==> config.mk <==
export PLATFORM = sky130hd
export DESIGN_NAME = multipath_item_spread_makespan
export DESIGN_NICKNAME = d
export VERILOG_FILES = /design/src/rtl/core/mism_pkg.sv /design/src/rtl/core/multipath_item_spread_makespan.sv
export SDC_FILE = /design/constraint.sdc
export NUM_CORES = 1
export LEC_CHECK = 0
export BUFFER_PORTS_ARGS = -buffer_cell sky130_fd_sc_hd__buf_2
export CAP_MARGIN = 20
export CORE_ASPECT_RATIO = 2
export CORE_MARGIN = 1.5
export CORE_UTILIZATION = 50
export CTS_BUF_LIST = sky130_fd_sc_hd__clkbuf_16
export DETAILED_ROUTE_END_ITERATION = 10
export HOLD_SLACK_MARGIN = 0.03
export PLACE_DENSITY = 0.71
export SLEW_MARGIN = 20
export SYNTH_ARGS = -nofsm -noshare
export SYNTH_HDL_FRONTEND = slang
export SYNTH_SLANG_ARGS = --single-unit
export TNS_END_PERCENT = 30
==> constraint.sdc <==
create_clock -name clk -period 6 [get_ports clk]
set_clock_uncertainty 0.15 [all_clocks]
set_input_delay 0.6 -clock clk [delete_from_list [all_inputs] [get_ports clk]]
set_output_delay 0.6 -clock clk [all_outputs]
set_load 0.01 [all_outputs]
==> src/rtl/core/mism_pkg.sv <==
// Package for the multipath item spread block: field widths and stream packing.
// Used by multipath_item_spread_makespan; depends on nothing.
`timescale 1ns / 1ps
`default_nettype none
package mism_pkg;

  // Field widths
  localparam int unsigned CMD_W   = 1;
  localparam int unsigned PIDX_W  = 4;
  localparam int unsigned PLEN_W  = 16;
  localparam int unsigned CNT_F_W = 20;
  localparam int unsigned TURNS_W = 21;
  localparam int unsigned CFG_W   = 5;

  // Stream packing, padded to whole bytes
  localparam int unsigned IN_TDATA_W  = 40;
  localparam int unsigned OUT_TDATA_W = 24;

  // Command codes on in_tuser
  typedef enum logic [CMD_W-1:0] {
    CMD_LOAD = 1'b0,
    CMD_RUN  = 1'b1
  } cmd_t;

  typedef logic [TURNS_W-1:0] load_t;

endpackage
`default_nettype wire

==> src/rtl/core/multipath_item_spread_makespan.sv <==
// Top level of the multipath item spread block: path length store, greedy
// spread sequencer around one shared compare/increment unit. Uses mism_pkg.
`timescale 1ns / 1ps
`default_nettype none
// Usage:
//   Input stream (in_*): in_tuser is the command. A load transaction
//   (in_tuser = 0) writes path_length into the length store at path_index;
//   it gives no result. A run transaction (in_tuser = 1)
//   spreads item_count items over the first paths_in_use paths and gives one
//   result transaction on out_* holding the final load of path 0 (turns).
//   Config port (cfg_*): 5-bit paths_in_use, ready out of reset; write only
//   while the block is idle. Zero counts as one path, values above MAX_PATHS
//   saturate.
//   Run sequence: the n path lengths are first copied into the running-load
//   memory. An item that returns to path 0 from the last path is handled in
//   ST_STEP alone; every other item passes ST_STEP (memory read of the next
//   path's load) and ST_EXEC (compare and increment). ST_STEP then sees the
//   count used up and ST_FIN posts the result. The shared comparator and the
//   single read port of the load memory set this sequence.
//   in_tready is low for the whole run. The result waits in an output
//   register; new transactions are taken while it waits, a finished run
//   holds until out_tready frees the register.
//   Reset (rst_n, synchronous, active low) clears the sequencer, the output
//   valid and sets paths_in_use to 1; stored lengths stay undefined until
//   loaded. Both ready outputs are low while reset is held.
module multipath_item_spread_makespan #(
  parameter int unsigned MAX_PATHS = 16
) (
  input  wire  logic                             clk,
  input  wire  logic                             rst_n,
  // in_tdata: path_index[3:0], path_length[19:4], item_count[39:20]
  input  wire  logic [mism_pkg::IN_TDATA_W-1:0]  in_tdata,
  // in_tuser: cmd[0]
  input  wire  logic [mism_pkg::CMD_W-1:0]       in_tuser,
  input  wire  logic                             in_tvalid,
  output logic                                   in_tready,
  // out_tdata: turns[20:0], zero pad [23:21]
  output logic [mism_pkg::OUT_TDATA_W-1:0]       out_tdata,
  output logic                                   out_tvalid,
  input  wire  logic                             out_tready,
  input  wire  logic [mism_pkg::CFG_W-1:0]       cfg_data,
  input  wire  logic                             cfg_valid,
  output logic                                   cfg_ready
);
  import mism_pkg::*;

  localparam int unsigned IDX_W = (MAX_PATHS > 1) ? $clog2(MAX_PATHS) : 1;
  localparam int unsigned NP_W  = $clog2(MAX_PATHS + 1);

  typedef enum logic [2:0] {
    ST_IDLE,
    ST_COPY,
    ST_STEP,
    ST_EXEC,
    ST_FIN
  } state_t;

  // Input field unpacking
  logic [PIDX_W-1:0]  in_path_index;
  logic [PLEN_W-1:0]  in_path_length;
  logic [CNT_F_W-1:0] in_item_count;
  assign in_path_index  = in_tdata[PIDX_W-1:0];
  assign in_path_length = in_tdata[PIDX_W+PLEN_W-1:PIDX_W];
  assign in_item_count  = in_tdata[IN_TDATA_W-1:PIDX_W+PLEN_W];

  // Registers
  state_t             state_r, state_nxt;
  logic [CFG_W-1:0]   cfg_paths_r;
  logic [NP_W-1:0]    npaths_r, npaths_nxt;
  logic [NP_W-1:0]    k_r, k_nxt;          // copy read counter
  logic               cp_v_r, cp_v_nxt;    // copy write pending
  logic [IDX_W-1:0]   cp_a_r, cp_a_nxt;
  logic [IDX_W-1:0]   cursor_r, cursor_nxt;
  logic [CNT_F_W-1:0] items_r, items_nxt;
  load_t              load0_r, load0_nxt;  // running load of path 0
  load_t              cur_r, cur_nxt;      // running load at the cursor
  logic               out_v_r, out_v_nxt;
  load_t              turns_r, turns_nxt;

  // Memories
  logic [PLEN_W-1:0]  len_mem [MAX_PATHS];
  load_t              run_mem [MAX_PATHS];
  logic [PLEN_W-1:0]  len_q;
  load_t              run_q;

  logic               in_acc;
  logic               len_we;
  logic [IDX_W-1:0]   len_waddr;
  logic [IDX_W-1:0]   len_raddr;
  logic               run_we;
  logic [IDX_W-1:0]   run_waddr;
  load_t              run_wdata;
  logic [IDX_W-1:0]   run_raddr;
  logic [NP_W-1:0]    next_idx;
  logic [NP_W-1:0]    cfg_np;

  assign in_tready  = rst_n && (state_r == ST_IDLE);
  assign in_acc     = in_tvalid && in_tready;
  assign cfg_ready  = rst_n;
  assign out_tvalid = out_v_r;
  assign out_tdata  = {{(OUT_TDATA_W - TURNS_W){1'b0}}, turns_r};

  // Active path count from the config register
  always_comb begin
    if (cfg_paths_r == '0) begin
      cfg_np = NP_W'(1);
    end else if (32'(cfg_paths_r) > MAX_PATHS) begin
      cfg_np = NP_W'(MAX_PATHS);
    end else begin
      cfg_np = NP_W'(cfg_paths_r);
    end
  end

  assign next_idx  = NP_W'(cursor_r) + NP_W'(1);
  assign len_we    = in_acc && (cmd_t'(in_tuser) == CMD_LOAD)
                     && (32'(in_path_index) < MAX_PATHS);
  assign len_waddr = IDX_W'(in_path_index);
  assign len_raddr = IDX_W'(k_r);
  assign run_raddr = IDX_W'(next_idx);

  // Length store
  always_ff @(posedge clk) begin
    if (len_we) begin
      len_mem[len_waddr] <= in_path_length;
    end
    len_q <= len_mem[len_raddr];
  end

  // Running-load memory
  always_ff @(posedge clk) begin
    if (run_we) begin
      run_mem[run_waddr] <= run_wdata;
    end
    run_q <= run_mem[run_raddr];
  end

  // Sequencer next-state logic
  always_comb begin
    state_nxt  = state_r;
    npaths_nxt = npaths_r;
    k_nxt      = k_r;
    cp_v_nxt   = 1'b0;
    cp_a_nxt   = cp_a_r;
    cursor_nxt = cursor_r;
    items_nxt  = items_r;
    load0_nxt  = load0_r;
    cur_nxt    = cur_r;
    out_v_nxt  = out_v_r && !out_tready;
    turns_nxt  = turns_r;
    run_we     = 1'b0;
    run_waddr  = cp_a_r;
    run_wdata  = load_t'(len_q);

    case (state_r)
      ST_IDLE: begin
        if (in_acc && (cmd_t'(in_tuser) == CMD_RUN)) begin
          npaths_nxt = cfg_np;
          items_nxt  = in_item_count;
          cursor_nxt = '0;
          k_nxt      = '0;
          state_nxt  = ST_COPY;
        end
      end
      ST_COPY: begin
        // read one length per cycle, write it in the cycle after
        if (k_r < npaths_r) begin
          k_nxt    = k_r + NP_W'(1);
          cp_v_nxt = 1'b1;
          cp_a_nxt = IDX_W'(k_r);
        end
        if (cp_v_r) begin
          run_we = 1'b1;
          if (cp_a_r == '0) begin
            load0_nxt = load_t'(len_q);
            cur_nxt   = load_t'(len_q);
          end
        end
        if (!(k_r < npaths_r) && !cp_v_r) begin
          state_nxt = ST_STEP;
        end
      end
      ST_STEP: begin
        if (items_r == '0) begin
          state_nxt = ST_FIN;
        end else if (next_idx < npaths_r) begin
          state_nxt = ST_EXEC;   // fetch load of the next path
        end else begin
          cursor_nxt = '0;
          load0_nxt  = load0_r + load_t'(1);
          cur_nxt    = load0_r + load_t'(1);
          items_nxt  = items_r - CNT_F_W'(1);
        end
      end
      ST_EXEC: begin
        // shared compare and increment
        if (cur_r > run_q) begin
          cursor_nxt = IDX_W'(next_idx);
          cur_nxt    = run_q + load_t'(1);
          run_we     = 1'b1;
          run_waddr  = IDX_W'(next_idx);
          run_wdata  = run_q + load_t'(1);
        end else begin
          cursor_nxt = '0;
          load0_nxt  = load0_r + load_t'(1);
          cur_nxt    = load0_r + load_t'(1);
        end
        items_nxt = items_r - CNT_F_W'(1);
        state_nxt = ST_STEP;
      end
      ST_FIN: begin
        if (!out_v_r || out_tready) begin
          out_v_nxt = 1'b1;
          turns_nxt = load0_r;
          state_nxt = ST_IDLE;
        end
      end
      default: begin
        state_nxt = ST_IDLE;
      end
    endcase
  end

  // State and registered outputs
  always_ff @(posedge clk) begin
    if (!rst_n) begin
      state_r     <= ST_IDLE;
      cfg_paths_r <= CFG_W'(1);
      out_v_r     <= 1'b0;
      cp_v_r      <= 1'b0;
      k_r         <= '0;
      cursor_r    <= '0;
      items_r     <= '0;
      npaths_r    <= NP_W'(1);
    end else begin
      state_r  <= state_nxt;
      out_v_r  <= out_v_nxt;
      cp_v_r   <= cp_v_nxt;
      k_r      <= k_nxt;
      cursor_r <= cursor_nxt;
      items_r  <= items_nxt;
      npaths_r <= npaths_nxt;
      if (cfg_valid && cfg_ready) begin
        cfg_paths_r <= cfg_data;
      end
    end
  end

  // Payload registers
  always_ff @(posedge clk) begin
    cp_a_r  <= cp_a_nxt;
    load0_r <= load0_nxt;
    cur_r   <= cur_nxt;
    turns_r <= turns_nxt;
  end

endmodule
`default_nettype wire
=== Word-level counts from Yosys, hierarchy flattened ===
Memories as Yosys holds them, arrays and structs flattened. A register that Yosys moved wholly into a read port is not among the register bits.
Cells that the tools add are included.

* Bitwise logic cells: 1
* Multiplexer cells: 42
* $lt $le $gt $ge: 4
* Equality and inequality tests: 14
* Add/sub/neg operators: 5
* Reduce and logical (&&, ||, !) cells: 28

{| class="wikitable"
|+ Operators by type and width
! kind !! count
|-
| 2-to-1 mux 21 bit || 8
|-
| one-hot mux 21 bit (3 select lines) || 2
|-
| 2-to-1 mux 20 bit || 3
|-
| one-hot mux 20 bit (3 select lines) || 1
|-
| adder 21 x 1 -> 21 bit (second input constant) || 2
|-
| 2-to-1 mux 4 bit || 6
|-
| greater-than comparator 21 bit || 1
|-
| logical NOT 20 bit || 1
|-
| 2-to-1 mux 5 bit || 4
|-
| subtractor 20 x 1 -> 20 bit (second input constant) || 1
|-
| inequality test 2 bit (second input constant) || 8
|-
| 2-to-1 mux 3 bit || 5
|-
| one-hot mux 3 bit (5 select lines) || 1
|-
| one-hot mux 4 bit (3 select lines) || 1
|-
| less-than comparator 5 bit || 2
|-
| one-hot mux 5 bit (2 select lines) || 1
|-
| 2-to-1 mux 1 bit || 9
|-
| AND reduction 2 bit || 4
|-
| AND reduction 4 bit || 2
|-
| logical AND 1 bit || 7
|-
| equality test 3 x 2 -> 1 bit (second input constant) || 2
|-
| AND reduction 6 bit || 1
|-
| nonzero test 3 bit || 2
|-
| adder 4 x 1 -> 5 bit (second input constant) || 1
|-
| other kinds (16) || 19
|}

* Memories kept: 2
* Register bits after elaboration: 111
* RAM bits: 592

{| class="wikitable"
|+ Memory list
! name !! words !! width !! read ports !! clocked after memory_dff !! wr ports !! line !! text
|-
| run_mem || 16 || 21 || 1 || 1 || 1 || multipath_item_spread_makespan.sv:82 || <nowiki>load_t run_mem [MAX_PATHS];</nowiki>
|-
| len_mem || 16 || 16 || 1 || 1 || 1 || multipath_item_spread_makespan.sv:81 || <nowiki>logic [PLEN_W-1:0] len_mem [MAX_PATHS];</nowiki>
|}

=== Logic depth before layout (Yosys ltp) ===
* Depth in word-level cells: 6
* Depth in mapped cells: 14
* Mapped depth without buffers: 11

=== Worst setup path before layout ===
OpenSTA, ideal clock, no wires.

* Path type: reg-to-reg
* Start: register cursor_r[1]
* End: register load0_r[0] (enable)
* Cell stages (with the launch flop): 14
* Data arrival time: 3.914 ns
* Required time: 5.471 ns
* Buffers on the path: 2
* Period minus slack after synthesis: 4.443 ns
* Path slack: 1.557 ns
* Cell sequence: dfxtp_1 -> ha_1 -> nand2b_1 -> and2_1 -> clkbuf_1 -> inv_2 -> clkbuf_1 -> ha_1 -> o21a_1 -> o211ai_1 -> a21oi_2 -> nand2_1 -> a21oi_1 -> and2_1

* Cells in the longest elaborated chain, start to end: 4

{| class="wikitable"
|+ Ends and longest elaborated chain
! what !! line !! text
|-
| start, declared || multipath_item_spread_makespan.sv:73 || <nowiki>logic [IDX_W-1:0] cursor_r, cursor_nxt;</nowiki>
|-
| start signal, assigned || multipath_item_spread_makespan.sv:239 || <nowiki>cursor_r <= cursor_nxt;</nowiki>
|-
| adder 4 x 1 -> 5 bit || multipath_item_spread_makespan.sv:114 || <nowiki>assign next_idx = NP_W'(cursor_r) + NP_W'(1);</nowiki>
|-
| less-than comparator 5 bit || multipath_item_spread_makespan.sv:185 || <nowiki>end else if (next_idx < npaths_r) begin</nowiki>
|-
| inequality test 2 bit (no source line) || -- ||
|-
| AND reduction 6 bit (no source line) || -- ||
|-
| end signal, assigned || multipath_item_spread_makespan.sv:251 || <nowiki>load0_r <= load0_nxt;</nowiki>
|-
| end, declared || multipath_item_spread_makespan.sv:75 || <nowiki>load_t load0_r, load0_nxt;</nowiki>
|}

Every way passes these cells.
A chain may end at the register's enable or synchronous reset.

=== Worst setup path after layout ===
* Start: register cursor_r[0]
* End: register load0_r[19] (enable)

Same word-level chain as after synthesis.

==> impl_metrics.toml <==
[run_status]
status = "completed"

[worst_setup_path]
cp-start-kind = "flip-flop"
crit_family = "simple AND/OR/NAND/NOR gates"
path_buf_inv = 1
worstPathCellList = "ha_4 -> ha_1 -> a21boi_0 -> o21a_1 -> o211ai_1 -> a21oi_2 -> nand2_1 -> a21oi_2 -> buf_4 -> and2_1"
reg2reg_from = "cursor_r[0]"
arrival_ns = 4.63
crit_cells = 10
crit_path_max_incr_delay_ns = 0.97
cpMaxStageDelayCell = "dfxtp_4"
worstPathRequired_ns = 6.09
end_kind = "flip-flop"
r2r_cells = 10
rrSetupSlack_ns = 1.46
critPathKind = "flip-flop to flip-flop"
r2r_end = "load0_r[19]"
worstPathMaxFanout = 49
crit_top_cell = "a21oi_2"

[clock_network]
cts.htree.levels = 2
cts_buffer_depth = 3
cts_root_buffer = "clkbuf_16"
holdBufCountCts = 0
clkLatencyLatePin_ns = 0.63
cts_setup_buffers = 0
cts_tree = "yes"
numCtsBuffers = 60
clkSinkCount = 740
cts_resized = 0
clk_pin_slew_ns = 0.07

[timing]
tightest_slew_ns = 1.14
hold_viol_final = 0
fin_hold_ws_ns = 0.0738
rsz0062_at_grt = "no"
finalSetupViolations = 0
totalNegativeSetupSlack_ns = 0
min_period_ns = 4.54
min_period_over_period_pct = 75.6
clock.fmax_ghz = 0.220
drv_slew = 0
relSlewSlack_pct = 24.3
setup_ws_ns = 1.46

[drt]
ant_nets = 0
drt_wl_total_um = 72400
firstDrtPassIters = 5
viasPerCell = 6.16
vias = 16400
post_drt_wl_per_cell_um = 27.2
drtIter0Drc = 1353
drc_errors = 0

[power]
p_seq_share_pct = 51.3
intPower_mw = 8.89
ir_drop_mv = 0.309
p_leak_nw = 10.7
p_sw_share_pct = 26.8
p_clk_share_pct = 33.8
netSwitchingPower_mw = 3.25
power_mw = 12.1
p_per_area_nw_per_um2 = 363
power_frac_comb_pct = 14.9

[layout]
drive_gt1_share_pct = 23.4
finalNetCount = 1922
final_cell_area_sq_um = 33400
area_growth_pct = 12.2
final_core_util_pct = 56.7
instances_no_fill = 2657

[logic_synthesis]
synthFlopType = "edfxtp_1"
synth_area_sq_um = 29800
synth-seq-cells = 740
synth_edf_count = 659
yosysSeqAreaShare_pct = 71.8
syn_inst = 1736
synth-xor-area-share_pct = 1.17
netlist.area_leader.share_pct = 66.4
synthAdderAreaFrac_pct = 1.47
yosysWarningCount = 0
synth.area.top_cells = "edfxtp_1, mux4_2, dfxtp_1"
muxShareOfSynthArea_pct = 12.7
synth_top_family_by_area = "multiplexers"
synth.distinct_cells = 70
avgSynthCellArea_sq_um = 17.2
synth-simple-area-share_pct = 6.47
yosys.area.top_type = "edfxtp_1"
synth-compound-area-share_pct = 4.47
async_flop_share_pct = 0

[place]
placed_cell_area_sq_um = 31300
dpl_worst_slack_ns = 1.39
placed_cells = 2541
gp_congestion = 0.937
io_buffers = 74
hpwl_um = 48000

[global_route]
antenna_found_initial = 4
grt_start_max_net_pins = 69
grt_pass1_vias = 17100
grt_remaining_overflow = 0
grt_pass1_wl_um = 107000
track_usage_pct = 24.2

[min_path]
hold_depth = 3
hold_path_startpoint = "cfg_data[4]"
hold_class = "input pin to flip-flop"
worst_hold_path.endpoint = "cfg_paths_r[4]"

[floorplan]
die_h_um = 348
io_pins = 78
core_sq_um = 59000
fp-row-count = 126
die_area_sq_um = 61200
start_util_pct = 50.6
die_w_um = 176

[run]
max_cap_violations = 0
worst register-to-register path, stage by stage (launching register included):
cell      delay [ns]
dfxtp_4         0.97
ha_4            0.47
ha_1            0.36
a21boi_0        0.22
o21a_1          0.16
o211ai_1        0.10
a21oi_2         0.27
nand2_1         0.14
a21oi_2         0.15
buf_4           0.32
and2_1          0.84
power groups by stage:
stage               clock network (mW)  registers [mW]  logic (mW)
floorplan                            0            6.20        1.35
global placement                     0            6.34        1.74
detailed placement                   0            6.35        1.78
CTS                               4.15            6.23        1.79
global route                      4.32            6.26        1.96
finish                            4.10            6.23        1.81
logic make-up (layout without fill, tap and decap cells):
group,Yosys count,count (layout)
flops,740,740
simple gates,404,404
compound gates,208,208
mux,174,174
buf+inv,134,284
xor+xnor,40,40
fa+ha+maj,35,35
other cells,1,4
cells in the mapped netlist, drive strengths merged, types with 25 or more instances:
cell type  number
xnor2          25
clkbuf         52
dfxtp          81
a31oi          25
edfxtp        659
o21ai          33
nor2           77
ha             35
mux4          164
inv            41
and3           30
a21oi          61
buf            39
nand2         155
nor3           32
metal layers:
layer  vias up  share of wire, %  track usage, %
met5         -             0.035               0
li1       7083                 -               -
met2       672                56            45.7
met1      8384                34            26.0
met3       215               5.3            3.06
met4         4               5.4            12.3
how the worst max path moves through the flow:
stage                startpoint     endpoint  slack [ns]
global route        cursor_r[0]  load0_r[19]        1.14
global placement    cursor_r[0]  load0_r[20]        1.37
finish              cursor_r[0]  load0_r[19]        1.46
CTS                 cursor_r[0]  load0_r[19]        1.33
floorplan           cursor_r[1]   load0_r[0]        1.56
detailed placement  cursor_r[0]  load0_r[15]        1.39
cell usage in the layout (no fill, tap or decap), types with 6 or more instances in the layout:
master,count
ha_1,34
buf_4,52
nand4_1,15
o22ai_2,16
a21oi_2,8
bufinv_16,7
clkbuf_16,64
o21a_1,10
a31oi_1,24
nor2_1,76
a311oi_1,8
clkinvlp_4,9
and2_1,8
clkinv_2,8
and3_1,30
nand3b_1,6
or3_1,8
o211ai_1,9
o21ai_0,16
buf_2,74
clkinv_1,10
nand2_1,155
a21oi_1,52
xnor2_1,25
nand3_1,24
o31ai_1,9
dfxtp_1,78
nand2b_1,16
inv_1,47
mux2i_1,8
xor2_1,14
nor3_1,28
nor4_1,9
o21ai_1,13
edfxtp_1,659
mux4_2,164
state kept, by name (all words and copies together) (netlist names), 5 cells and up:
name and count:
run_mem 336, len_mem 256, cur_r 21, load0_r 21, run_q 21, turns_r 21
items_r 20, len_q 16, cfg_paths_r 5, k_r 5, npaths_r 5
cell type report:
cell class | instances | area [sq um]
multi-input combinational | 864 | 8060
tap | 768 | 961
fill | 4481 | 25500
inverter | 43 | 161
clock inverter | 50 | 473
timing repair buffer | 127 | 768
sequential | 740 | 21400
clock buffer | 64 | 1600
antenna | 1 | 2.50
Note: power is estimated with default switching activity, not from simulation.
